[config.mk]
export PLATFORM = sky130hd
export DESIGN_NAME = numeric_format_converter_unit
export DESIGN_NICKNAME = d
export VERILOG_FILES = /design/src/rtl/core/nfc_pkg.sv /design/src/rtl/core/nfc_f2i.sv /design/src/rtl/core/nfc_i2f.sv /design/src/rtl/core/nfc_datapath.sv /design/src/rtl/core/numeric_format_converter_unit.sv
export VERILOG_INCLUDE_DIRS = /design/src /design/src/rtl/core
export SDC_FILE = /design/constraint.sdc
export NUM_CORES = 1
export LEC_CHECK = 0
export ABC_AREA = 1
export BUFFER_PORTS_ARGS = -buffer_cell sky130_fd_sc_hd__clkbuf_2
export CORE_MARGIN = 1
export CORE_UTILIZATION = 45
export DETAILED_ROUTE_END_ITERATION = 6
export GPL_ROUTABILITY_DRIVEN = 0
export GPL_TIMING_DRIVEN = 0
export SLEW_MARGIN = 20
export SYNTH_ARGS = -nofsm -noshare
export SYNTH_HDL_FRONTEND = slang
export SYNTH_HIERARCHICAL = 1
export SYNTH_SLANG_ARGS = --single-unit
[constraint.sdc]
create_clock -name clk -period 7.2 [get_ports clk]
set_clock_uncertainty 0.2 [all_clocks]
set_input_delay 0.36 -clock clk [delete_from_list [all_inputs] [get_ports clk]]
set_output_delay 0.36 -clock clk [all_outputs]
set_load 0.01 [all_outputs]
[src/rtl/core/numeric_format_converter_unit_assert.svh]
// Assertion macros used by the converter unit.
`ifndef NUMERIC_FORMAT_CONVERTER_UNIT_ASSERT_SVH
`define NUMERIC_FORMAT_CONVERTER_UNIT_ASSERT_SVH

// Implication checked on every clock edge outside reset.
`define NFC_ASSERT_IMP(label, clk, rst, lhs, rhs, msg) \
  label: assert property (@(posedge clk) disable iff (rst) (lhs) |-> (rhs)) \
    else $error(msg);

// Implication whose consequent is checked in the cycle after, outside reset.
`define NFC_ASSERT_NEXT(label, clk, rst, lhs, rhs, msg) \
  label: assert property (@(posedge clk) disable iff (rst) (lhs) |=> (rhs)) \
    else $error(msg);

`endif

[src/rtl/core/nfc_pkg.sv]
`timescale 1ns / 1ps
package nfc_pkg;

  typedef enum logic [2:0] {
    CONV_F32_I32   = 3'd0,
    CONV_F32_BF16  = 3'd1,
    CONV_BF16_F32  = 3'd2,
    CONV_I32_F32   = 3'd3,
    CONV_I32_I8    = 3'd4,
    CONV_I8_F32    = 3'd5,
    CONV_I8_I32    = 3'd6,
    CONV_F32_BF16T = 3'd7
  } conv_t;

  localparam logic [31:0] INT32_INVALID = 32'h8000_0000;
  localparam logic [31:0] BF16_BIAS     = 32'h0000_7FFF;
  localparam logic [7:0]  INT8_MAX      = 8'h7F;
  localparam logic [7:0]  INT8_MIN      = 8'h80;
  localparam int unsigned BF16_SHIFT    = 16;

  typedef struct packed {
    logic [31:0] source_bits;
    logic        last_in;
  } nfc_in_t;

  typedef struct packed {
    logic [31:0] result_bits;
    logic        clamped;
    logic        last_out;
  } nfc_out_t;

endpackage

[src/rtl/core/nfc_f2i.sv]
`timescale 1ns / 1ps
module nfc_f2i
  import nfc_pkg::*;
(
  input  logic [31:0] src,
  output logic [31:0] res,
  output logic        clamp
);

  logic [7:0]  e;
  logic [23:0] mant;
  logic [31:0] mag;
  logic [55:0] wide;
  logic [5:0]  sh;
  logic [63:0] rounded;
  logic        lsb, rnd, sticky, neg;

  always_comb begin
    e      = src[30:23];
    neg    = src[31];
    mant   = (e != 8'd0) ? {1'b1, src[22:0]} : {1'b0, src[22:0]};
    wide   = '0;
    sh     = '0;
    mag    = '0;
    lsb    = 1'b0;
    rnd    = 1'b0;
    sticky = 1'b0;
    rounded = '0;
    if (e >= 8'd150) begin
      // Left shift by e-150; e>=190 also reaches here and is clamped below, so valid results use at most 39 shifts.
      rounded = {40'd0, mant} << (e - 8'd150);
    end else begin
      sh = ((8'd150 - e) > 8'd26) ? 6'd26 : 6'((8'd150 - e));
      // mant placed with 32 fraction bits below
      wide    = {mant, 32'd0} >> sh;
      mag     = {8'd0, wide[55:32]};
      lsb     = wide[32];
      rnd     = wide[31];
      sticky  = |wide[30:0];
      rounded = {32'd0, mag} + 64'(rnd & (sticky | lsb));
    end
    if (e == 8'hFF || e >= 8'd190 ||
        (!neg && rounded > 64'h0000_0000_7FFF_FFFF) ||
        (neg && rounded > 64'h0000_0000_8000_0000)) begin
      res   = INT32_INVALID;
      clamp = 1'b1;
    end else begin
      res   = neg ? (32'd0 - rounded[31:0]) : rounded[31:0];
      clamp = 1'b0;
    end
  end

endmodule

[src/rtl/core/nfc_i2f.sv]
`timescale 1ns / 1ps
module nfc_i2f
  import nfc_pkg::*;
(
  input  logic [31:0] src,
  output logic [31:0] res
);

  logic [31:0] mag, norm;
  logic [4:0]  p;
  logic [24:0] q;
  logic [7:0]  expo;
  logic        rnd, sticky;

  always_comb begin
    mag = src[31] ? (32'd0 - src) : src;
    p   = '0;
    for (int i = 0; i < 32; i++) begin
      if (mag[i]) p = 5'(i);
    end
    norm   = mag << (5'd31 - p);
    rnd    = norm[7];
    sticky = |norm[6:0];
    q      = {1'b0, norm[31:8]} + 25'(rnd & (sticky | norm[8]));
    expo   = 8'(p) + 8'd127;
    if (q[24]) begin
      expo = expo + 8'd1;
      q    = q >> 1;
    end
    if (mag == 32'd0) res = '0;
    else res = {src[31], expo, q[22:0]};
  end

endmodule

[src/rtl/core/nfc_datapath.sv]
`timescale 1ns / 1ps
module nfc_datapath
  import nfc_pkg::*;
(
  input  conv_t       conv,
  input  nfc_in_t     din,
  output nfc_out_t    dout
);

  logic [31:0] src, s8, f2i_res, i2f_src, i2f_res, bsum;
  logic        f2i_clamp;

  assign src = din.source_bits;
  assign s8  = {{24{src[7]}}, src[7:0]};
  assign i2f_src = (conv == CONV_I8_F32) ? s8 : src;
  assign bsum = src + BF16_BIAS + {31'd0, src[16]};

  nfc_f2i u_f2i (.src(src), .res(f2i_res), .clamp(f2i_clamp));
  nfc_i2f u_i2f (.src(i2f_src), .res(i2f_res));

  always_comb begin
    dout.last_out = din.last_in;
    dout.clamped  = 1'b0;
    unique case (conv) inside
      CONV_F32_I32: begin
        dout.result_bits = f2i_res;
        dout.clamped     = f2i_clamp;
      end
      CONV_F32_BF16:  dout.result_bits = bsum >> BF16_SHIFT;
      CONV_BF16_F32:  dout.result_bits = {src[15:0], 16'd0};
      CONV_I32_F32, CONV_I8_F32: dout.result_bits = i2f_res;
      CONV_I32_I8: begin
        if (!src[31] && src > 32'd127) begin
          dout.result_bits = {24'd0, INT8_MAX};
          dout.clamped     = 1'b1;
        end else if (src[31] && src < 32'hFFFF_FF80) begin
          dout.result_bits = {24'd0, INT8_MIN};
          dout.clamped     = 1'b1;
        end else begin
          dout.result_bits = {24'd0, src[7:0]};
        end
      end
      CONV_I8_I32:    dout.result_bits = s8;
      default:        dout.result_bits = src >> BF16_SHIFT;
    endcase
  end

endmodule

[src/rtl/core/numeric_format_converter_unit.sv]
`timescale 1ns / 1ps
// Elementwise format converter for tensor streams.
// Input channel: in_valid / in_ready carry one element (source_bits and the
// last_in mark) per transfer. Output channel: out_valid / out_ready carry the
// converted element, its clamped flag and last_out.
// The conversion is chosen by cfg_we / cfg_data; write it only while the
// block is idle, as it applies to elements still in flight.
// An accepted element is captured in the input register, converted by
// short logic while it sits there and loaded into the result register
// when that register is empty or being taken; the result is offered
// from the result register.
// Throughput is one element per cycle unless the receiver stalls: each
// register stage advances when the stage after it is empty or moving, so
// the block takes a new element while an earlier result waits at the output.
// When the receiver stalls, the result register holds and the input
// register fills; then in_ready falls until the output is taken.
// A synchronous reset empties both stages and sets the conversion to
// fp32 to int32.
`include "numeric_format_converter_unit_assert.svh"
module numeric_format_converter_unit
  import nfc_pkg::*;
(
  input  logic     clk,
  input  logic     rst,
  input  logic     in_valid,
  output logic     in_ready,
  input  nfc_in_t  in_data,
  output logic     out_valid,
  input  logic     out_ready,
  output nfc_out_t out_data,
  input  logic     cfg_we,
  input  logic [2:0] cfg_data
);

  conv_t    conv;
  nfc_in_t  stage;
  logic     stage_valid;
  nfc_out_t conv_out;
  logic     out_move, stage_move;

  // The result register moves when empty or being taken.
  assign out_move   = !out_valid || out_ready;
  assign stage_move = !stage_valid || out_move;
  assign in_ready   = stage_move;

  always_ff @(posedge clk) begin
    if (rst) begin
      conv <= CONV_F32_I32;
    end else if (cfg_we) begin
      conv <= conv_t'(cfg_data);
    end
  end

  always_ff @(posedge clk) begin
    if (rst) begin
      stage_valid <= 1'b0;
      out_valid   <= 1'b0;
    end else begin
      if (stage_move) stage_valid <= in_valid;
      if (out_move)   out_valid   <= stage_valid;
    end
  end

  always_ff @(posedge clk) begin
    if (stage_move && in_valid) stage <= in_data;
    if (out_move && stage_valid) out_data <= conv_out;
  end

  nfc_datapath u_dp (.conv(conv), .din(stage), .dout(conv_out));

  `NFC_ASSERT_NEXT(a_hold, clk, rst, out_valid && !out_ready, out_valid,
                   "result dropped while stalled")
  `NFC_ASSERT_IMP(a_ready, clk, rst, stage_valid && out_valid && !out_ready,
                  !in_ready, "accepting with both stages full")
  `NFC_ASSERT_NEXT(a_fill, clk, rst, stage_valid && out_move, out_valid,
                   "stage item not moved to output")

endmodule
# == Yosys cells after proc, flatten, opt, wreduce, memory -nomap -nowiden ==
# Index checks and enable logic that the tools add are counted.
# word_totals
out_inout_bits,36
inputBits,41
reg_bits,72
word_cells,107
# classes
n_shift,3
n_bitwise,4
n_addsub,11
mux,47
magnitude_cmp,7
n_reduce_logical,20
n_eq_ne,7
# op_table
operator,n
$pmux 32 s6,1
$mux 32,5
$mux 5,29
$gt 64x31->1 const B,1
$gt 64x32->1 const B,1
$mux 64,1
$shl 24x8->64,1
$sub 1x32->32 const A,2
$shr 56x6->56,1
$add 24x1->25,2
$mux 33,1
$add 32x1->32,1
$add 32x15->32 const B,1
$gt 32x7->1 const B,1
$logic_not 32->1,1
$lt 32x32->1 const B,1
$shl 32x5->32,1
$reduce_or 31->1,1
$mux 24,1
$mux 23,1
$ge 8x8->1 const B,2
$mux 8,2
$eq 3x3->1 const B,3
$add 5x7->8 const B,1
other kinds (21),37

# == Longest topological paths before layout ==
# depth
depth_word,44
depth_mapped,59
depth_no_buf,57

# == Cells and area by module ==
# Netlist, hierarchy kept.
# by_module_without_submodules
module,area_each_um2,n_inst,cells_per_inst,seq_area_each_um2
nfc_f2i,6879.1,1,1434,0.0
nfc_i2f,4431.8,1,888,0.0
numeric_format_converter_unit,2204.6,1,92,2112.0
nfc_datapath,1712.9,1,362,0.0

# == Worst setup path before layout ==
# Ideal clock, no wire load.
# synth_path
path_type,register to register
from,reg conv[1]
to,reg out_data[9] (netlist bit) (data pin)
stages_incl_launch_ff,39
path_slack_ns,1.699
required_ns,6.727
path_buffers,3
setup_time_ns,0.273
t_arrival_ns,5.028
synth_period_minus_slack_ns,5.501
cell_sequence,dfxtp_1 -> inv_1 -> nand3_1 -> inv_1 -> nand2_1 -> clkbuf_1 -> o21ai_0 -> nor2_1 -> nand2_1 -> nor2_2 -> nand2_1 -> nor2_2 -> nand3_1 -> nor3_2 -> nor3b_2 -> nand2_1 -> nand2_2 -> o21ai_2 -> [... 3 more ...] -> buf_4 -> nand3_1 -> nand3_1 -> nand3_1 -> nand2_1 -> nand2_1 -> nand4_1 -> inv_1 -> ha_1 -> inv_1 -> nor3_4 -> nand3_2 -> inv_2 -> nand3_4 -> nand2_4 -> nor2_1 -> a221oi_1 -> nand4_1
# synth_rtl
element,line,rtl
"start, declared",numeric_format_converter_unit.sv:35,conv_t conv;
"start signal, assigned",numeric_format_converter_unit.sv:50,conv <= conv_t'(cfg_data);
"end signal, assigned",numeric_format_converter_unit.sv:66,if (out_move && stage_valid) out_data <= conv_out;
"end, declared",numeric_format_converter_unit.sv:30,"output nfc_out_t out_data,"

==> flow_metrics.env <==
export IMPL_status="finished clean"
export IMPL_clk_pin_slew_worst_paths_ns=0.06
export IMPL_wirelength_um=62990
export IMPL_setup_violations=0
export IMPL_ys_seq_area_frac=0.1387
export IMPL_wire_per_inst_um=18.73
export IMPL_grt_max_degree=34
export IMPL_grt_pass1_wl_um=96790
export IMPL_synth_fp_nets=2831
export IMPL_initial_core_util=0.4553
export IMPL_final_net_count=2964
export IMPL_gr_total_overflow=0
export IMPL_synth_edf_count=67
export IMPL_utilization=0.5088
export IMPL_slowest_delay_ns=0.44
export IMPL_core_area_um2=33450
export IMPL_die_x_um=186.0
export IMPL_netlist_instances=2776
export IMPL_critPathKind="reg2reg"
export IMPL_diodes=0
export IMPL_track_usage=0.3635
export IMPL_cp_data_required_time_ns=7.08
export IMPL_period_share=0.9327
export IMPL_port_buffers=76
export IMPL_h_tree_depth=3
export IMPL_worst_pin_slew_ns=1.247
export IMPL_dr_pass1_iters=7
export IMPL_vdd_drop_max_uv=121.0
export IMPL_drive_above_1_share=0.1544
export IMPL_clock_latency_ns=0.37
export IMPL_fmax_ghz=0.1489
export IMPL_hold_path_class="in2reg"
export IMPL_synth_common_cells="921 x nand2_1, 531 x nand3_1, 270 x nor2_1"
export IMPL_fin_crit_ns=6.715
export IMPL_ys_types=65
export IMPL_yosysWarnings=6
export IMPL_ys_ff_latch=72
export IMPL_syn_area_per_cell_um2=5.486
export IMPL_clock_sinks=72
export IMPL_ios=77
export IMPL_syn_to_final_growth_pct=11.76
export IMPL_vias=19980
export IMPL_yosys_area_top_type="nand2_1"
export IMPL_tns_ns=0
export IMPL_viasPerCell=5.942
export IMPL_synth_top_area_share=0.2270
export IMPL_netlist_area_um2=15230
export IMPL_drc_errors=0
export IMPL_antenna_found_initial=0
export IMPL_powerDensity_nw_per_um2=158.0
export IMPL_dieArea_um2=34580
export IMPL_cts_tree="yes"
export IMPL_path_max_fanout=10
export IMPL_crit_arrival_ns=6.59
export IMPL_place_detailed_hpwl_um=50640
export IMPL_cts_root_buf="clkbuf_16"
export IMPL_slew_limit_headroom=0.1611
export IMPL_cap_violations=0
export IMPL_stdcell_area_um2=17020
export IMPL_total_power_mw=2.689
export IMPL_num_rows=67
export IMPL_cts_buffer_depth=2
export IMPL_worst_setup_path_end_kind="flip-flop"
export IMPL_cts_buffers=9
export IMPL_grt_pass1_vias=17570
export IMPL_crit_slowest_cell="a221oi_2"
export IMPL_p_leak_nw=8.288
export IMPL_hold_violations=0
export IMPL_drt_iter0_drc=3103
export IMPL_netlist_top_cells_area="nand2_1 23%, nand3_1 17%, edfxtp_1 13%"
export IMPL_synthFlopType="edfxtp_1"
export IMPL_ys_async_sr_fraction=0
export IMPL_dpl_cell_area_um2=16210
export IMPL_startpoint_type="flip-flop"
export IMPL_die_h_um=186.0
export IMPL_drv_slew=0
export IMPL_synth_most_common_cell="nand2_1"
export IMPL_drtAntennaViolNets=0
## worst paths after layout
kind	to	slack, ns	cells past startpoint	from
worst max-delay path	out_data[17]$_DFFE_PP_	0.48	39	conv[1]$_SDFFE_PP0P_
worst min register to register	stage_valid$_SDFFE_PP0P_	0.31	2	stage_valid$_SDFFE_PP0P_
worst min-delay path	stage_valid$_SDFFE_PP0P_	0.02	2	rst
worst max register to register	out_data[17]$_DFFE_PP_	0.48	39	conv[1]$_SDFFE_PP0P_
## critical path: cells and delay by family (launching register included)
family | cells | cell delay, ns
fa+ha+maj | 1 | 0.21
flops | 1 | 0.40
simple gates | 23 | 3.14
compound gates | 5 | 1.05
buf+inv | 9 | 1.24
xor+xnor | 1 | 0.17
## state kept, by name (all words and copies together) (netlist names)
signal / cells
conv: 3
out_data: 34
stage: 33
out_valid: 1
stage_valid: 1
## what timing repair did
item,in CTS,in global routing
resized for setup,4,28
hold buffers,33,0
setup endpoints to repair,6,29
buffers inserted,1,11
endpoints found under the hold margin,33,0
pin swaps,0,2
## placed cells by master (no fill, tap or decap), types with 6 or more instances in the layout
cell and n:
clkbuf_2 79, ha_1 14, xor2_1 27, xor2_2 7, a31oi_1 9, o21ai_0 132
dlygate4sd3_1 33, nand3b_1 9, nand4_1 49, nor2_1 270, nand3_1 530, buf_4 27
edfxtp_1 67, inv_1 212, xnor2_1 7, nor4_1 9, nand2_1 920, buf_2 42
a21oi_2 19, buf_6 19, o21a_1 6, clkbuf_1 38, nor2_2 42, a21oi_1 36
mux2i_1 6, nor2_4 19, a22oi_1 16, nor3_1 14, clkbuf_16 9, or2_2 13
nand3_2 31, nand2_4 7, inv_2 38, o21ai_1 22, nand2_2 47
## stage by stage
stage	cells	hold slack (ns)	setup WS, ns
2_1_floorplan	2776	0.2224	1.699
3_3_place_gp	3300	0.2693	-0.1677
3_5_place_dp	3301	0.2951	-0.2452
4_1_cts	3351	0.01809	0.06890
5_1_grt	3362	0.03628	-0.0003371
6_report	3362	0.02214	0.4846
## layout make-up
cell class              instances  area, µm²
plain buffers                 126      758.2
clock buffers                   9      225.2
clock inverters                 7      60.06
fillers                      3631      16430
inverters                     259      985.9
multi-input cells            2319      11480
flip-flops and latches         72       2118
well taps                     448      560.5
repair buffers                122      828.3
## layer usage
| layer | GRT usage | part of all wire | vias up |
|---|---|---|---|
| met5 | 0 | 0 | - |
| met4 | 0.1256 | 0.036 | 0 |
| met3 | 0.07728 | 0.12 | 168 |
| met2 | 0.5464 | 0.42 | 1276 |
| met1 | 0.5083 | 0.43 | 9129 |
| li1 | - | - | 9403 |
## power breakdown
part           internal (mW)  leakage [nW]  switching, mW
Clock                  0.240         0.131          0.219
Combinational          0.509          7.46           1.18
Sequential             0.497         0.696         0.0462
## kinds of logic (layout without fill, tap and decap cells)
logic type,after synthesis,after routing,synth area share
simple gates,1982,1982,0.5967
buf+inv,385,523,0.1138
compound gates,275,275,0.1087
flops,72,72,0.1387
xor+xnor,42,42,0.02662
fa+ha+maj,14,14,0.01150
mux,6,6,0.003944
Note: power is estimated with default switching activity, not from simulation.
